## src/escp_pkg.sv

```systemverilog
// ----------------------------------------------------------------------------
// escp_pkg: shared types and constants of the edit span conflict planner
// Item formats for both channels, cell contents and status codes.
// ----------------------------------------------------------------------------
`default_nettype none

package escp_pkg;

  localparam int MAX_SPANS_DEF = 32;
  localparam int OFFSET_BITS   = 32;
  localparam int TAG_BITS      = 16;

  typedef logic [OFFSET_BITS-1:0] offset_t;
  typedef logic [TAG_BITS-1:0]    tag_t;

  localparam logic [1:0] ST_OK       = 2'd0;
  localparam logic [1:0] ST_MISSING  = 2'd1;
  localparam logic [1:0] ST_OVERLAP  = 2'd2;
  localparam logic [1:0] ST_TOO_MANY = 2'd3;

  typedef struct packed {
    offset_t primary_start;
    offset_t primary_end;
    logic    primary_resolved;
    tag_t    primary_tag;
    logic    fallback_usable;
    offset_t fallback_start;
    offset_t fallback_end;
    tag_t    fallback_tag;
    logic    last_span;
  } in_item_t;

  typedef struct packed {
    offset_t    span_start;
    offset_t    span_end;
    tag_t       span_tag;
    logic       used_fallback;
    logic [1:0] status;
    logic       last_result;
  } out_item_t;

  // one collected span as held in the sort chain
  typedef struct packed {
    offset_t lo;
    offset_t hi;
    tag_t    tag;
    logic    fb_ok;
    offset_t fb_lo;
    offset_t fb_hi;
    tag_t    fb_tag;
  } entry_t;

  // one kept span as held in the plan chain
  typedef struct packed {
    offset_t lo;
    offset_t hi;
    tag_t    tag;
  } plan_t;

  typedef struct packed {
    logic ins;
    logic shift;
    logic clear;
  } sort_ctrl_t;

  typedef struct packed {
    logic shift;
    logic clear;
  } plan_ctrl_t;

endpackage

`default_nettype wire

```

## src/escp_sort_cell.sv

```systemverilog
// ----------------------------------------------------------------------------
// escp_sort_cell: one cell of the insertion sort chain
// Holds one entry; on insert it keeps, takes the new entry or takes its lower
// neighbour; on sweep it takes its upper neighbour.
// ----------------------------------------------------------------------------
`default_nettype none

module escp_sort_cell (
  input  wire                    clk,
  input  wire                    rst,
  input  escp_pkg::sort_ctrl_t   ctrl,
  input  escp_pkg::entry_t       new_entry,
  input  escp_pkg::entry_t       prev_entry,
  input  wire                    prev_valid,
  input  wire                    prev_gt,
  input  escp_pkg::entry_t       next_entry,
  input  wire                    next_valid,
  output escp_pkg::entry_t       entry,
  output logic                   valid,
  output logic                   gt
);
  import escp_pkg::*;

  entry_t entry_next;
  logic   valid_next;

  // strict compare keeps equal starts in arrival order
  assign gt = valid && (new_entry.lo < entry.lo);

  always_comb begin
    entry_next = entry;
    valid_next = valid;
    priority if (ctrl.clear) begin
      valid_next = 1'b0;
    end else if (ctrl.ins) begin
      priority if (prev_gt) begin
        entry_next = prev_entry;
        valid_next = 1'b1;
      end else if (gt || (!valid && prev_valid)) begin
        entry_next = new_entry;
        valid_next = 1'b1;
      end else begin
        valid_next = valid;
      end
    end else if (ctrl.shift) begin
      entry_next = next_entry;
      valid_next = next_valid;
    end else begin
      valid_next = valid;
    end
  end

  always_ff @(posedge clk) begin
    if (rst) begin
      valid <= 1'b0;
    end else begin
      valid <= valid_next;
    end
  end

  always_ff @(posedge clk) begin
    entry <= entry_next;
  end

endmodule

`default_nettype wire

```

## config.mk

```make
export PLATFORM = sky130hd
export DESIGN_NAME = escp_sort_cell
export DESIGN_NICKNAME = d
export VERILOG_FILES = /design/src/escp_pkg.sv /design/src/escp_sort_cell.sv
export SDC_FILE = /design/constraint.sdc
export NUM_CORES = 1
export LEC_CHECK = 0
export BUFFER_PORTS_ARGS = -buffer_cell sky130_fd_sc_hd__buf_2
export CORE_AREA = 10 10 245 247
export DETAILED_ROUTE_END_ITERATION = 7
export DIE_AREA = 0 0 255 257
export SLEW_MARGIN = 20
export SYNTH_ARGS = -nofsm -noshare
export SYNTH_HDL_FRONTEND = slang
export SYNTH_SLANG_ARGS = --single-unit
```

## constraint.sdc

```tcl
create_clock -name clk -period 9.45 [get_ports clk]
set_input_delay 0.4725 -clock clk [delete_from_list [all_inputs] [get_ports clk]]
set_output_delay 0.4725 -clock clk [all_outputs]
set_load 0.03 [all_outputs]
```

# Word-level counts from Yosys, hierarchy flattened
# Index checks and enable logic that the tools add are counted.
# Widths: inputs -> output; s select.
op_classes:
  addsub: 0
  multipliers: 0
  n_div: 0
  n_lt_le_gt_ge: 1
  eq_ne: 1
  shifts: 0
  n_mux: 8
  n_bitwise: 1
  reduce_logical: 8
op_table:
  columns: ["cell", "count"]
  rows:
  - ["$mux 161", 4]
  - ["$lt 32x32->1", 1]
  - ["$mux 1", 4]
  - ["$ne 3x1->1 const B", 1]
  - ["$reduce_and 3->1", 1]
  - ["$logic_and 1x1->1", 2]
  - ["$reduce_and 2->1", 1]
  - ["$reduce_bool 2->1", 1]
  - ["$reduce_or 2->1", 1]
  - ["$logic_not 1->1", 1]
  - ["$logic_or 1x1->1", 1]
  - ["$not 1->1", 1]
word_totals:
  ff_bits: 162
  latchBits: 0
  mem_bits_rw: 0
  mem_bits_ro: 0
  in_bits: 491
  output_inout_bits: 163
  word_cells: 27
  n_memories: 0

# Depth between registers and ports, before layout
depth:
  word_depth: 6
  mapped_depth: 8
  mapped_depth_nobuf: 8

# Least setup slack after synthesis
# Ideal clock, no wire load.
synth_path:
  path_type: "reg2reg"
  from: "register entry[140] (netlist name)"
  to: "register entry[0] (netlist name), enable pin"
  setup_ps: 553
  arrival_ps: 6187
  t_required_ps: 8897
  path_slack_ps: 2710
  stages_incl_launch_ff: 9
  path_buffers: 0
  path_cell_list: "edfxtp_1 inv_1 ha_1 and3_1 a22o_1 o21ai_0 nand4_1 a31oi_1 o41a_1"
synth_between:
  elab_chain_cells: 5
synth_lines:
  columns: ["item", "line", "source"]
  rows:
  - ["from (decl)", "escp_sort_cell.sv:18", "output escp_pkg::entry_t entry,"]
  - ["from (signal assigned)", "escp_sort_cell.sv:62", "entry <= entry_next;"]
  - ["$lt 32x32->1", "escp_sort_cell.sv:28", "assign gt = valid && (new_entry.lo < entry.lo);"]
  - ["$logic_and 1x1->1", "escp_sort_cell.sv:28", null]
  - ["named net gt", "escp_sort_cell.sv:20", "output logic gt"]
  - ["$logic_or 1x1->1", "escp_sort_cell.sv:39", "end else if (gt || (!valid && prev_valid)) begin"]
  - ["$ne 3x1->1 (no line)", null, null]
  - ["$reduce_and 3->1 (no line)", null, null]
# The timed path passes the listed nets, and every way through them passes these cells.
# A chain may end at the register's enable or synchronous reset.

# Final worst setup path
layout_path:
  from: "register entry[140] (netlist name)"
  to: "register entry[69] (netlist name), enable pin"
layout_between:
  elab_chain_cells: 5
layout_lines:
  columns: ["item", "line"]
  rows:
  - ["$lt 32x32->1", "escp_sort_cell.sv:28"]
  - ["$logic_and 1x1->1", "escp_sort_cell.sv:28"]
  - ["$logic_or 1x1->1", "escp_sort_cell.sv:39"]
  - ["$ne 3x1->1 (no line)", null]
  - ["$reduce_and 3->1 (no line)", null]
# Every way passes these cells.

==> summary.md <==
| Metric | Value |
|---|---|
| Root buf cell | `clkbuf_16` |
| H-tree Lvls | `4` |
| Antenna Nets Post-Route | `0` |
| Unrepaired setup endpoints after global routing | `false` |
| Hold buffers post-CTS | `0` |
| WP data arrival | `3760 ps` |
| Post-synthesis sequential area ratio | `54.3%` |
| Post-synth top area share | `54.0%` |
| Clock buffer count from CTS | `17` |
| CP startpoint kind | `register` |
| First-pass GRT wire length | `55600 um` |
| Die area | `65500 um^2` |
| Clock Latency Late Sink | `470 ps` |
| Port bufs | `653` |
| Sw Share | `30.3%` |
| Leak | `6.45 nW` |
| Count of cell types in the netlist | `32` |
| Max-slew violation count | `0` |
| Chip width | `255 um` |
| Core ar. | `54900 um^2` |
| Die Span Y | `257 um` |
| Worst slew margin | `40.6%` |
| Filler Cell Count | `5964` |
| Final setup violation count | `0` |
| Setup CP Type | `reg2reg` |
| Sw Pwr | `0.634 mW` |
| Area leader, netlist | `edfxtp_1` |
| HPWL after detailed placement | `33300 um` |
| Pre-Repair DR Iteration Count | `5` |
| Post-CTS Setup Inserts | `0` |
| IR Drop Worst-Case VDD | `0.127 mV` |
| Initial antenna violation count | `4` |
| Cell area after synthesis | `8940 um^2` |
| Yosys warns | `0` |
| Net Count, Synth | `1340` |
| CTS sink cnt | `162` |
| Hold Path Class | `in2reg` |
| Routed vias/inst | `4.02` |
| Global placement routability congestion | `1.00` |
| Actual slew at the worst max-slew pin | `892 ps` |
| Period utilization | `38.8%` |
| Share of power burned in registers | `41.8%` |
| Worst-path cell chain | `inv_1, ha_1, and3_1, a22o_1, o21ai_0, nand4_1, a31oi_1, o41a_2, buf_4` |
| Power, Total | `2.09 mW` |
| Post-Route WL | `39300 um` |
| CTS tree | `yes` |
| Max incr delay on CP | `790 ps` |
| Slowest-stage cell, CP | `buf_4` |
| Layout cells sized above 1 | `47.6%` |
| Total grt overflow | `0` |
| Dpl cell area | `12900 um^2` |
| Vias | `8693` |
| Clock power share | `35.6%` |
| Internal power | `1.46 mW` |
| Outcome | `complete, no violations` |
| Residual DRC | `0` |
| First DRT Iteration DRCs | `396` |
| Area contributors post-synth | `edfxtp_1, mux2i_1, a21oi_1` |
| Initial core utilization | `16.3%` |
| Synth Register Bits | `162` |
| Mean Syn Cell Area | `10.9 um^2` |
| Hold Path Cell Cnt | `2` |
| Num rows | `86` |
| Number of global-route vias before repair | `9358` |
| Worst R2R Path Depth | `9` |
| Max Cap Violations | `0` |
| Critical Path RT | `9540 ps` |
| Final Hold Fails | `0` |
| Comb pwr share | `22.6%` |
| WL/cell | `18.2 um` |
| CP endpoint kind | `register` |
| Pwr per Cell Area | `154 nW/um^2` |
| Post-Synthesis Cells | `818` |
| Place WS | `5470 ps` |
| Total track usage | `11.4%` |
| Setup TNS | `0 ps` |
| Cell area after layout | `13600 um^2` |
| Layout Nets | `1965` |
| Largest net degree at the start of global routing | `152` |
| Hold slack | `175 ps` |
| CTS Buffer Depth | `2` |
| Io pins | `654` |
| Max Fanout on Critical Path | `67` |
| P&R area growth vs syn | `51.7%` |
| Final setup margin | `5780 ps` |
| Maximum operating frequency | `0.273 GHz` |
| Post-cts resize count | `0` |
| Worst-path clk slew | `70 ps` |
| Fin crit period | `3670 ps` |
| Clock skew | `21.0 ps` |
logic make-up after synthesis:
family,after synthesis,share of synthesized area [%]
and+or+nand+nor,192,8.85
AOI/OAI and AO/OA,185,10.6
DFF,162,54.3
muxes,161,18.0
buffers and inverters,87,3.87
adders and majority gates,31,4.34
layer usage:
metal	up-vias	part of all wire, %	global-route usage (%)
met4	2	3.2	5.54
li1	4251	-	-
met1	3975	37	11.8
met3	56	9.6	4.76
met2	409	50	19.6
met5	-	0.033	0
power by group through the flow:
stage / Combinational, mW / Clock, mW / Sequential (mW)
3_3_place_gp: 0.473 / 0 / 0.890
3_5_place_dp: 0.479 / 0 / 0.891
4_1_cts: 0.480 / 0.778 / 0.876
5_1_grt: 0.515 / 0.802 / 0.880
6_report: 0.473 / 0.746 / 0.875
2_1_floorplan: 0.158 / 0 / 0.997
cell usage after synthesis:
cell and count:
inv_1 33, and3_1 1, mux2i_1 161, nor4_1 1
nand2_1 8, or4_1 1, o21ai_0 4, a31oi_1 1
nor2_1 163, nand4_1 4, nand2b_1 3, nand3_1 4
nor4_4 1, o211ai_1 1, o41a_1 1, buf_1 4
or3_1 1, clkbuf_1 34, and4_1 2, a21o_1 1
a21oi_1 172, edfxtp_1 161, a22o_1 1, a211oi_1 1
a221oi_1 1, a2111oi_0 1, nor4b_1 1, dfxtp_1 1
buf_2 16, nor2b_1 2, o21ai_1 1, ha_1 31
sequential cells by signal, indices dropped and copies added (netlist names):
register and cells:
entry 161, valid 1
layout make-up:
type	instances	area, um^2	area share, %
inverters	33	124	0.913
clock buffers	17	425	3.13
diodes	4	10.0	0.0737
flip-flops and latches	162	4850	35.8
well taps	704	881	6.49
multi-input cells	569	3740	27.6
repair buffers	660	3340	24.6
clock inverters	15	193	1.42
placed cells by master, fill, tap and decap left out, types with 3 or more instances in the layout:
master     netlist  layout
a21oi_1        172     172
diode_2          0       4
nand3_1          4       4
clkbuf_16        0      17
nand2b_1         3       3
inv_1           33      33
nor2_1         163     163
bufinv_16        0       3
buf_2           16     651
mux2i_1        161     161
edfxtp_1       161     161
nand2_1          8       8
inv_6            0       5
ha_1            31      31
buf_4            0       7
nand4_1          4       4
o21ai_0          4       4
worst paths after layout:
kind,startpoint,end,slack [ps]
max reg2reg,entry[140],entry[69],5780
min,rst,valid,170
max,entry[140],entry[69],5780
min reg2reg,valid,valid,790
stage by stage:
stage	std cells	utilization [%]
final	2164	24.7
after detailed placement	2128	23.6
after global routing	2162	24.7
after CTS	2160	24.7
after floorplan	818	-
after global placement	2128	23.6
worst max-delay path, delay by kind of cell (launching register included):
kind / cells / cell delay, ps
compound gates: 4 / 1310
buf+inv: 2 / 860
simple gates: 2 / 420
flops: 1 / 380
fa+ha+maj: 1 / 230
Power figures use the tool's default switching activity.
