$ cat config.mk
export PLATFORM = sky130hd
export DESIGN_NAME = escp_plan_cell
export DESIGN_NICKNAME = d
export VERILOG_FILES = /design/src/escp_pkg.sv /design/src/escp_plan_cell.sv
export SDC_FILE = /design/constraint.sdc
export NUM_CORES = 1
export LEC_CHECK = 0
export BUFFER_PORTS_ARGS = -buffer_cell sky130_fd_sc_hd__buf_2
export CAP_MARGIN = 20
export CELL_PAD_IN_SITES_DETAIL_PLACEMENT = 1
export CELL_PAD_IN_SITES_GLOBAL_PLACEMENT = 2
export CORE_MARGIN = 2
export CORE_UTILIZATION = 24
export CTS_CLUSTER_DIAMETER = 50
export CTS_CLUSTER_SIZE = 20
export DETAILED_ROUTE_END_ITERATION = 7
export HOLD_SLACK_MARGIN = 0.12
export PLACE_DENSITY_LB_ADDON = 0.1
export SLEW_MARGIN = 20
export SYNTH_ARGS = -nofsm -noshare
export SYNTH_HDL_FRONTEND = slang
export SYNTH_SLANG_ARGS = --single-unit
$ cat constraint.sdc
create_clock -name clk -period 0.8 [get_ports clk]
set_clock_uncertainty 0.1 [all_clocks]
set_input_delay 0 -clock clk [delete_from_list [all_inputs] [get_ports clk]]
set_output_delay 0 -clock clk [all_outputs]
set_load 0.005 [all_outputs]
$ cat src/escp_pkg.sv
// ----------------------------------------------------------------------------
// escp_pkg: shared types and constants of the edit span conflict planner
// Item formats for both channels, cell contents and status codes.
// ----------------------------------------------------------------------------
`default_nettype none

package escp_pkg;

  localparam int MAX_SPANS_DEF = 32;
  localparam int OFFSET_BITS   = 32;
  localparam int TAG_BITS      = 16;

  typedef logic [OFFSET_BITS-1:0] offset_t;
  typedef logic [TAG_BITS-1:0]    tag_t;

  localparam logic [1:0] ST_OK       = 2'd0;
  localparam logic [1:0] ST_MISSING  = 2'd1;
  localparam logic [1:0] ST_OVERLAP  = 2'd2;
  localparam logic [1:0] ST_TOO_MANY = 2'd3;

  typedef struct packed {
    offset_t primary_start;
    offset_t primary_end;
    logic    primary_resolved;
    tag_t    primary_tag;
    logic    fallback_usable;
    offset_t fallback_start;
    offset_t fallback_end;
    tag_t    fallback_tag;
    logic    last_span;
  } in_item_t;

  typedef struct packed {
    offset_t    span_start;
    offset_t    span_end;
    tag_t       span_tag;
    logic       used_fallback;
    logic [1:0] status;
    logic       last_result;
  } out_item_t;

  // one collected span as held in the sort chain
  typedef struct packed {
    offset_t lo;
    offset_t hi;
    tag_t    tag;
    logic    fb_ok;
    offset_t fb_lo;
    offset_t fb_hi;
    tag_t    fb_tag;
  } entry_t;

  // one kept span as held in the plan chain
  typedef struct packed {
    offset_t lo;
    offset_t hi;
    tag_t    tag;
  } plan_t;

  typedef struct packed {
    logic ins;
    logic shift;
    logic clear;
  } sort_ctrl_t;

  typedef struct packed {
    logic shift;
    logic clear;
  } plan_ctrl_t;

endpackage

`default_nettype wire

$ cat src/escp_plan_cell.sv
// ----------------------------------------------------------------------------
// escp_plan_cell: one cell of the plan chain
// Holds one kept span; shifts it up the chain on push or on emission.
// ----------------------------------------------------------------------------
`default_nettype none

module escp_plan_cell (
  input  wire                   clk,
  input  wire                   rst,
  input  escp_pkg::plan_ctrl_t  ctrl,
  input  escp_pkg::plan_t       prev_span,
  input  wire                   prev_valid,
  output escp_pkg::plan_t       span,
  output logic                  valid
);
  import escp_pkg::*;

  always_ff @(posedge clk) begin
    if (rst) begin
      valid <= 1'b0;
    end else if (ctrl.clear) begin
      valid <= 1'b0;
    end else if (ctrl.shift) begin
      valid <= prev_valid;
    end
  end

  always_ff @(posedge clk) begin
    if (ctrl.shift) begin
      span <= prev_span;
    end
  end

endmodule

`default_nettype wire

## Yosys cells after proc, flatten, opt, wreduce, memory -nomap -nowiden

Index checks and enable logic that the tools add are counted.

- Logic and storage cells: 5
- Output and inout port bits: 81
- Input port bits: 85
- Register bits after elaboration: 81

- Reduce and logical (&&, ||, !) cells: 1

Operators with widths:

| cell | count |
|---|---|
| $reduce_or A2 Y1 | 1 |

## Logic depth before layout (Yosys ltp)

Gate-level depths: netlist of the first run.

- Word-level depth: 1
- Depth in mapped cells: 2

## Worst setup path after synthesis of the first run

Ideal clock, no wire load.

- Kind: register to register
- Start point: reg valid (netlist name)
- End point: reg valid
- Required time: 584 ps
- Period minus slack after synthesis: 700 ps
- Setup slack: 100 ps
- Stages on the path, launching flop included: 3
- Arrival time: 483 ps
- Library setup time: 116 ps
- Cell sequence: dfxtp_1 -> mux2i_1 -> nor3_2

RTL lines:

| element | RTL line | RTL |
|---|---|---|
| end signal, assigned | escp_plan_cell.sv:24 | `valid <= prev_valid;` |
| end, declared | escp_plan_cell.sv:14 | `output logic valid` |

## Worst setup path in the final report of the first run

- Start point: reg span[43] in the netlist's numbering
- End point: out span[43] in the netlist's numbering

RTL lines:

| element | RTL line | RTL |
|---|---|---|
| start, declared | escp_plan_cell.sv:13 | `output escp_pkg::plan_t span,` |
| start signal, assigned | escp_plan_cell.sv:30 | `span <= prev_span;` |

No word-level cell between the ends.

==> run summary, run 1 <==
After synthesis, the mean cell area works out to 29.4 um^2. Summed over all layers, the routed wires come to 6680 um. The clock share of power was 0.338; the total of flip-flops plus latches after synthesis was 81. The final hold violation count is 0, and the overall via count from detail_route is 1857.

The growth of design area from synthesis to finish is 85.7%, and the detail-routed via count per cell is 3.84. Setup violations remaining at the end of the flow were counted as 81. Library cell contributing the largest single delay on the critical path: sky130_fd_sc_hd__edfxtp_1.

The layout filler cell count is 1035, and the number of levels in the clock H-tree is 3. The data arrival time of the critical path is 0.86 ns, and the placed standard-cell area is 3490 um^2. The leakage component of the power was 1.93 nW. The combined area of all synthesized cells is 2440 um^2.

The checks that failed: negative setup slack. Entering global routing, the biggest net connects 38 pins. The layout cell share with drive strength beyond 1 came out at 0.524. Critical path launch point type: a flop. For the total nets after synthesis, the log shows 168. Critical path class: flop to output port. Synthesis produced a netlist whose cell count is 83. CTS saw 81 sinks.

Summed over all layers, the global routing overflow is 0. The number of cell instances on the worst register-to-register path was 2; the I/O pin count was 166. Number of buffers and inverters on the critical path: 1.

Tracing the worst setup path back leads to its startpoint at span[43]. At the end of the flow, the number of nets in the layout was 431. The final critical-path share of the clock period is 1.20. Counting distinct cell types in the post-synthesis netlist gives 4.

The logs give 0.249 for the initial cell density of the core and 0.699 for the final estimated routing congestion in global placement. For the share of synthesized area occupied by flip-flops and latches, the log shows 0.992. Timing would allow up to 1040 MHz. For this design the ratio of total power to cell area is 2040 nW/um^2. The final worst slack was -0.164 ns. STA puts the critical path data required time at 0.70 ns.

Cell depth of the worst setup path: 1. Traced cell by cell, the critical path runs through buf_2. Clock tree root driver cell: sky130_fd_sc_hd__clkbuf_8. The run gives 0 as the initial antenna violation count. The worst setup path endpoint was span[43]. The actual transition at the worst max-transition pin is 0.211 ns. The kind of cell adding the most delay to the critical path was flip-flops.

The via count of the first global-routing pass is 1997, and the CTS buffer count is 9. The cell-internal power came out at 7.42 mW. The tightest slew margin relative to the limit was 0.859; the overall die height was 105 um. The source of the worst register-to-register timing path is valid.

The clock slew at the register clock pins of the worst setup and hold paths was 0.08 ns. TritonCTS built the clock tree. For the setup slack of the most critical reg-to-reg path, the log shows 0.06 ns. The die covers 11000 um^2.

The site row count was 36; the summed negative setup slack over all endpoints was -10.70 ns. After detailed routing, the average wire length per cell comes to 13.8 um. The max-slew violation total from the final report was 0. Yosys printed 0 warnings. The terminus of the critical flop-to-flop path is valid.

The total of hold buffers inserted after clock tree synthesis was 83; the sequential cell fraction of total power was 0.552. After routing the design area is 4540 um^2. The later pin in the worst-skew pair is clocked with a latency of 0.34 ns. The logs give 0.110 for the combinational share of power and 0 for the detailed-route DRC error count. VDD sags by at most 0.000891 V. Setup repair after global routing could not meet its margin everywhere.

The number of optimization iterations in the first detailed-route pass is 4, and the switching part of the total is 0.197. The smallest clock period supported by the final layout is computed as 0.964 ns. Port buffering added 165 buffers. 0 antenna diodes ended up in the layout. The count of nets left with antenna violations once routing finished came out at 0. The global-route total usage across every layer is 0.123, and the wire length of the first global-routing pass is 10200 um. The net load switching power is 1.82 mW. The tool flagged a number of max-cap violations equal to 0.

The flow ran to the end, but the final reports show violations. The path category of the worst min-delay check is primary input to flop. In this design, the stage delay of the slowest critical-path cell is 0.38 ns. The die is 105 um wide. The top fanout value on the critical path is 1, and the number of DRC markers after the initial detailed-route iteration is 43. Kind of end point of the critical path: an output port. Floorplan core area: 9820 um^2. Maximum buffer depth of the clock tree: 2.
[registers in the layout, summed over array words and instances, names as in the netlist]
signal,cells
valid,1
span,80
[Yosys cell counts (all sizes together)]
cell type,count,area share
dfxtp,1,0.0082
edfxtp,80,0.98
mux2i,1,0.0041
nor3,1,0.0041
[stage by stage]
| stage | setup slack, ns | cells | power, mW | hold WS (ns) | utilization |
|---|---|---|---|---|---|
| 2_1_floorplan | 0.100 | 83 | 5.26 | -0.0310 | - |
| 3_5_place_dp | -0.0234 | 385 | 5.90 | 0.0710 | 0.356 |
| 6_report | -0.164 | 484 | 9.24 | 0.0117 | 0.462 |
| 4_1_cts | -0.191 | 484 | 9.38 | -0.000853 | 0.461 |
| 5_1_grt | -0.239 | 484 | 9.67 | 0.00175 | 0.462 |
| 3_3_place_gp | -0.0226 | 385 | 5.90 | 0.0679 | 0.356 |
[cells by family (layout without fill, tap and decap cells)]
kind of cell  count (synthesis)  after routing  synth area share
simple gates                  1              1           0.00410
flops                        81             81             0.992
mux                           1              1           0.00410
buf+inv                       0            268                 0
[routing by layer]
| layer | global-route usage | vias to the layer above | share of wire |
|---|---|---|---|
| met5 | 0 | - | 0 |
| met4 | 0.0371 | 0 | 0.011 |
| met3 | 0.0692 | 7 | 0.12 |
| met2 | 0.198 | 111 | 0.48 |
| met1 | 0.138 | 878 | 0.39 |
| li1 | - | 861 | - |
[power groups by stage]
stage               clock network (mW)  registers (mW)  logic, mW
floorplan                            0            5.26    0.00467
global placement                     0            5.19      0.710
detailed placement                   0            5.19      0.707
CTS                               3.25            5.10       1.03
global route                      3.43            5.13       1.11
finish                            3.12            5.10       1.02
[placed cells by master (no fill, tap or decap), drive strengths merged]
| cell type | synthesis | routed |
|---|---|---|
| nor3 | 1 | 1 |
| clkinv | 0 | 2 |
| clkbuf | 0 | 12 |
| bufinv | 0 | 2 |
| edfxtp | 80 | 80 |
| dfxtp | 1 | 1 |
| mux2i | 1 | 1 |
| dlygate4sd3 | 0 | 83 |
| buf | 0 | 169 |
[timing repair]
item | 4_1_cts | 5_1_grt
endpoints found under the setup margin | 81 | 81
gates resized for setup | 1 | 1
buffers inserted | 0 | 0
pin swaps | 0 | 0
endpoints found under the hold margin | 161 | 80
[layout make-up]
type,instances,area [um^2],share of cell area
clock buffers,12,135,0.0298
clock inverters,4,70.1,0.0154
multi-input cells,2,20.0,0.00441
flip-flops and latches,81,2420,0.534
well taps,133,166,0.0367
repair buffers,252,1720,0.379
[worst min-delay path by stage]
stage	from	endpoint	slack, ns	cells past startpoint
after CTS	ctrl[1]	span[4]	-0.0009	2
after detailed placement	ctrl[0]	valid	0.07	2
after global routing	ctrl[1]	span[58]	0.002	2
after global placement	ctrl[0]	valid	0.07	2
after floorplan	ctrl[0]	valid	-0.03	1
final	ctrl[1]	span[3]	0.01	2
Power figures use the tool's default switching activity.
==> inputs of run 2 (changes only) <==
CORE_UTILIZATION = 27   (was 24)
clock period = 0.9 ns   (was 0.8 ns; I/O delays follow)
==> run 2 against run 1 <==
The flow finishes with violations (negative hold slack, negative setup slack). Critical endpoint is now span[53]. Design area shrank 0.14%. Cell count shrank 4.8%. Sequential cell count is the same. Sequential power shrank 11%. Highest routed layer unchanged. Non-clock buffer count grew 2.
==> run summary, run 2 (synthesized netlist as in run 1, its figures left out) <==
The flow ran to the end, but the final reports show violations. The final reports fail on negative hold slack, negative setup slack. The number of buffers and inverters on the critical path is 1.

The final standard cell count with taps included and fillers excluded came out at 461. The die is 99.1 um tall. The global-route total usage across every layer is 0.135. The tools report the source of the worst register-to-register timing path as valid. The slowest stage of the critical path is the sky130_fd_sc_hd__edfxtp_1 cell.

The H-tree was split into 3 levels. The placed instance count came out at 362. Across the whole layout, storage elements account for 2420 um^2. Data arrives at the worst endpoint at 0.87 ns. VDD sags by at most 0.000832 V. Clock tree synthesis found a total of 81 sinks. 0 antenna diodes ended up in the layout. The number of I/O port buffers came out at 165. Setup repair after global routing could not meet its margin everywhere. The number of optimization iterations in the first detailed-route pass came out at 4. The design draws 8.34 mW. The final core utilization is 0.517, and the number of failing setup endpoints in the final timing report is 80.

For the overall via count from detail_route, the log shows 1840. Ranked by flip-flop count, first place goes to span. The net count of the finished layout is 433. Dividing the detail-routed via count by the number of cells gives 3.99. After detailed routing, the average wire length per cell comes to 14.1 um. The critical path in this run is classified as flop to output port. For the tightest slew margin relative to the limit, the log shows 0.855.

Final hold violation count: 5. The first global-routing pass estimated 10000 um of wire. The path class of the tightest hold or removal check is primary input to flop. STA classifies the critical path startpoint as a flop. The tools report the overall overflow remaining after global route as 0. The count of nets left with antenna violations once routing finished came out at 0.

The tools report the via count of the first global-routing pass as 2039. Pin placement for this block handled 166 I/O pins. Entering global routing, the biggest net connects 26 pins.

The clock slew at the register clock pins of the worst setup and hold paths works out to 0.08 ns. The highest cell delay on the worst timing path was 0.38 ns. After clock tree synthesis, the flow added hold-fix buffers numbering 83. For the worst hold slack, the log shows -0.0657 ns. After detailed routing, the number of remaining DRC violations is 0.

The actual transition at the worst max-transition pin came out at 0.217 ns. The multi-input combinational cells in the finished layout cover a total of 20.0 um^2. The library cell used most frequently in the layout, excluding fill and tap cells, is sky130_fd_sc_hd__buf_2. Timing would allow up to 1030 MHz.

The die boundary width was 99.1 um; the top fanout value on the critical path was 1. The die covers 9820 um^2. The layout cell share with drive strength beyond 1 is 0.533.

The tools report the max-slew violation total from the final report as 0. The worst path in the final design needs a cycle of 0.967 ns, including I/O delays and setup. Final critical-path share of the clock period: 1.07.

The kind of cell adding the most delay to the critical path was flip-flops. The analysis attributes to cell leakage a power of 1.94 nW. The required time of the critical path came out at 0.80 ns. The detailed router finished its first iteration with 28 violations. The area growth from synthesis to layout is 85.5%. After legalization and detailed placement, the total HPWL measured 4480 um. In this run the power density over the cells is 1840 nW/um^2. In this run the post-CTS setup repair buffer count came out at 0. The CTS buffer count was 9; the final worst slack was -0.0666 ns.

STA classifies the critical path endpoint as an output port. TritonCTS built the clock tree. The tools report the maximum buffer depth of the clock tree as 2.

The insertion delay of the later-clocked pin in the worst-skew pair is 0.34 ns, and the reported max-cap violation count is 0. The critical path starts at span[53]. Row generation in the floorplan step produced 34 rows. Clock tree root driver cell: sky130_fd_sc_hd__clkbuf_8. The worst hold path begins at ctrl[1].

The top cell types in the final layout, fill and taps aside, are 164 x sky130_fd_sc_hd__buf_2, 83 x sky130_fd_sc_hd__dlygate4sd3_1, 80 x sky130_fd_sc_hd__edfxtp_1. Final estimated routing congestion in global placement: 0.698. The region available for standard cell placement spans 8760 um^2. The initial antenna violation count is 0.

The number of flip-flops under the largest register name is 80, and the post-detailed-routing wire length is 6500 um. The largest registers in the layout are span: 80 flops, valid: 1 flops. The signal on the critical path passes through buf_2. The initial cell density of the core is 0.279, and the layout filler cell count is 882.
-- run 2: changes by cell type in the layout (fill, tap and decap cells not counted), sizes merged --
| cell | previous run | this run |
|---|---|---|
| buf | 169 | 171 |
| clkbuf | 12 | 11 |
| clkinvlp | 0 | 2 |
| clkinv | 2 | 1 |
-- run 2: where the power goes --
group	total [mW]	switching [mW]	internal [mW]
logic	0.909	0.337	0.572
registers	4.53	0.0641	4.47
clock network	2.91	1.27	1.63
-- run 2: layout make-up --
type / instances / share of cell area
Sequential cell: 81 / 0.535
Clock inverter: 5 / 0.0177
Tap cell: 108 / 0.0298
Clock buffer: 11 / 0.0312
Timing Repair Buffer: 254 / 0.382
Multi-Input combinational cell: 2 / 0.00442
-- run 2: repair_timing --
item / 4_1_cts / 5_1_grt
setup endpoints to repair: 81 / 81
endpoints found under the hold margin: 161 / 81
resized for setup: 1 / 0
-- run 2: path summary, 6_finish.rpt --
check                   to  slack (ns)  cells past startpoint
setup / recovery  span[53]       -0.07                      1
hold / removal    span[28]       -0.07                      1
setup reg to reg     valid        0.16                      2
hold reg to reg      valid        0.44                      2
-- run 2: through the flow --
step / setup WS, ns / area [um^2] / TNS, ns / hold slack (ns)
2_1_floorplan: 0.200 / 2440 / 0 / -0.0310
3_3_place_gp: 0.0345 / 3480 / 0 / 0.0685
3_5_place_dp: 0.0239 / 3480 / 0 / 0.0691
4_1_cts: -0.0870 / 4530 / -5.01 / -0.0795
5_1_grt: -0.125 / 4530 / -7.32 / -0.0869
6_report: -0.0666 / 4530 / -3.02 / -0.0657
-- run 2: layer usage --
layer | wire length [um] | track usage | up-vias
met5 | 0 | 0 | -
met4 | 138 | 0.0590 | 0
met3 | 635 | 0.0590 | 14
met2 | 3300 | 0.227 | 98
met1 | 2430 | 0.149 | 863
li1 | - | - | 865
==> inputs of run 3 (changes only) <==
RECOVER_POWER = 50   (was default)
==> run 3 against run 2 <==
Routed wire length about the same. Cell count unchanged. Design area down 0.86%. Combinational power is 2.4% lower. Highest routed layer unchanged. Hold slack better by 0.089 ns. The flow finishes with violations (negative setup slack).
==> run summary, run 3 (synthesized netlist as in run 1, its figures left out) <==
The total power density per cell area came out at 1850 nW/um^2. Leaving out fill and tap cells, the most frequent cell in the layout is sky130_fd_sc_hd__buf_2. The via count of the first global-routing pass is 2039, and the final standard cell count with taps included and fillers excluded is 461.

The wire-length estimate of the detail-placed layout is 4480 um. Data on the critical path is required at its endpoint by 0.80 ns. The number of flip-flops under the largest register name is 80. The tools report the detailed-route DRC error count as 0. The setup slack of the most critical reg-to-reg path was 0.16 ns. The register with the most flip-flops in the final layout is span. The run gives 3480 um^2 as the placed standard-cell area. Setup repair after global routing could not meet its margin everywhere. The run gives 9 as the CTS buffer count. Leaving out fill and tap cells, the most frequent cells in the layout are 164 x sky130_fd_sc_hd__buf_2, 83 x sky130_fd_sc_hd__dlygate4sd3_1, 80 x sky130_fd_sc_hd__edfxtp_1. The fmax was 1040 MHz; the global-route total usage across every layer was 0.135. The worst-case IR drop observed on VDD is 0.000822 V. The cell depth of the worst setup path is 1, and the overall via count from detail_route is 1838. The highest cell delay on the worst timing path works out to 0.38 ns. The worst hold path belongs to the class primary input to flop. The first global-routing pass estimated 10000 um of wire.

The terminus of the critical flop-to-flop path was valid. The number of cell instances on the worst register-to-register path works out to 2. Initial cell density of the core: 0.279. Walking the worst path, the cells encountered are buf_2. TritonCTS built the clock tree. The final worst slack came out at -0.0660 ns. The tools report the maximum buffer depth of the clock tree as 2.

The critical path class was flop to output port. The overall die area came out at 9820 um^2. The tools report the source of the worst register-to-register timing path as valid. Setup violations remaining at the end of the flow were counted as 80.

In this run the static leakage power is 1.92 nW. The run gives 0 as the final hold violation count. The kind of cell with the highest combined delay along the critical path is flip-flops. The initial antenna violation count was 0. In this run the remaining antenna-violating nets after routing total 0. The critical path launch point type was a flop.

The number of DRC markers after the initial detailed-route iteration came out at 32. Entering global routing, the biggest net connects 26 pins. The worst hold path terminates at span[28]. At the later pin of the worst-skew pair, clock insertion delay measures 0.34 ns.

Hold repair after CTS inserted 83 buffers. The number of antenna diodes in the final layout is 0. In the final layout, the registers with the most flip-flops are span: 80 flops, valid: 1 flops. The number of cells on the worst hold path came out at 1.

Top fanout value on the critical path: 1. The run gives 8760 um^2 as the floorplan core area. The max-slew violation total from the final report was 0. The final reports fail on negative setup slack. Dividing the detail-routed via count by the number of cells gives 3.99. The clock slew at the register clock pins of the worst setup and hold paths came out at 0.08 ns. For the pin with the worst max-slew slack, the measured transition is 0.338 ns. The number of I/O port buffers works out to 165. The average wire per cell in the routed design was 14.1 um.

The final critical-path share of the clock period is 1.07. For the finished layout, the period the worst path requires is 0.966 ns. Across the run, the number of max-cap violations was 0. The clock tree synthesis step divided the H-tree into 3 levels. Routability-driven placement finished with a final weighted congestion of 0.698. The tools report the placed instance count as 362.

STA classifies the critical path endpoint as an output port. The run finished, with violations left. The final layout contains 433 nets. The tools report the summed negative setup slack over all endpoints as -2.98 ns. The layout cell share with drive strength beyond 1 is 0.530, and the I/O pin count is 166.

The number of optimization iterations in the first detailed-route pass came out at 4. For this block, the routed nets add up to 6510 um of wire. The floorplan step set the die height to 99.1 um. The number of buffers and inverters on the critical path works out to 1.

The run gives 0.775 as the tightest slew margin relative to the limit. The layout filler cell count was 888; the growth of design area from synthesis to finish was 83.9%. At the placement stage, the worst setup path has a slack of 0.0239 ns. The site row count came out at 34.

Die boundary width: 99.1 um. The launch instance of the worst min-delay path is ctrl[1]. The clock tree root driver cell is sky130_fd_sc_hd__clkbuf_8. After routing the design area is 4490 um^2. The number of sinks driven by the clock tree is 81.

The overall overflow remaining after global route came out at 0. Among all stages on the critical path, the largest delay is contributed by sky130_fd_sc_hd__edfxtp_1. Data on the critical path arrives at its endpoint at 0.87 ns.
==> run 3: cell count changes in the layout (fill, tap and decap cells not counted), sizes merged <==
cell	before	now
clkbuf	11	18
buf	171	164
==> run 3: per-stage QoR <==
stage / total power [mW] / util / hold slack, ns
finish: 8.32 / 0.512 / 0.0232
global route: 8.68 / 0.512 / 0.0288
CTS: 8.45 / 0.517 / -0.0795
detailed placement: 5.26 / 0.397 / 0.0691
global placement: 5.24 / 0.397 / 0.0685
floorplan: 4.68 / - / -0.0310
==> run 3: repair_timing <==
action                                  4_1_cts  5_1_grt
endpoints found under the hold margin       161       81
endpoints found under the setup margin       81       81
gates resized for setup                       1        0
buffers inserted                              0        0
==> run 3: how the worst max path moves through the flow <==
stage | startpoint | to
final | span[53] | span[53]
after global routing | span[74] | span[74]
after CTS | span[77] | span[77]
after detailed placement | ctrl[1] | span[44]
after global placement | ctrl[1] | span[54]
after floorplan | valid | valid
==> run 3: layer usage <==
layer / track usage / routed length (um) / vias up
met5: 0 / 0 / -
met2: 0.227 / 3330 / 98
met4: 0.0590 / 138 / 0
met3: 0.0590 / 600 / 14
li1: - / - / 865
met1: 0.149 / 2440 / 861
==> run 3: where the power goes <==
part,internal (mW),switching (mW),leakage [nW]
logic,0.552,0.334,1.03
registers,4.47,0.0645,0.792
clock network,1.63,1.27,0.106
total,6.65,1.66,1.92
==> run 3: worst reg2reg max path, stage by stage (launching register included) <==
cell and delay [ns]:
sky130_fd_sc_hd__dfxtp_2 0.32, sky130_fd_sc_hd__mux2i_1 0.16, sky130_fd_sc_hd__nor3_2 0.05
==> run 3: final cells by class <==
cell class / instances / area, um^2 / share of cell area
multi-input combinational: 2 / 20.0 / 0.00446
clock inverter: 5 / 80.1 / 0.0178
clock buffer: 11 / 141 / 0.0315
timing repair buffer: 254 / 1690 / 0.376
tap: 108 / 135 / 0.0301
sequential: 81 / 2420 / 0.540
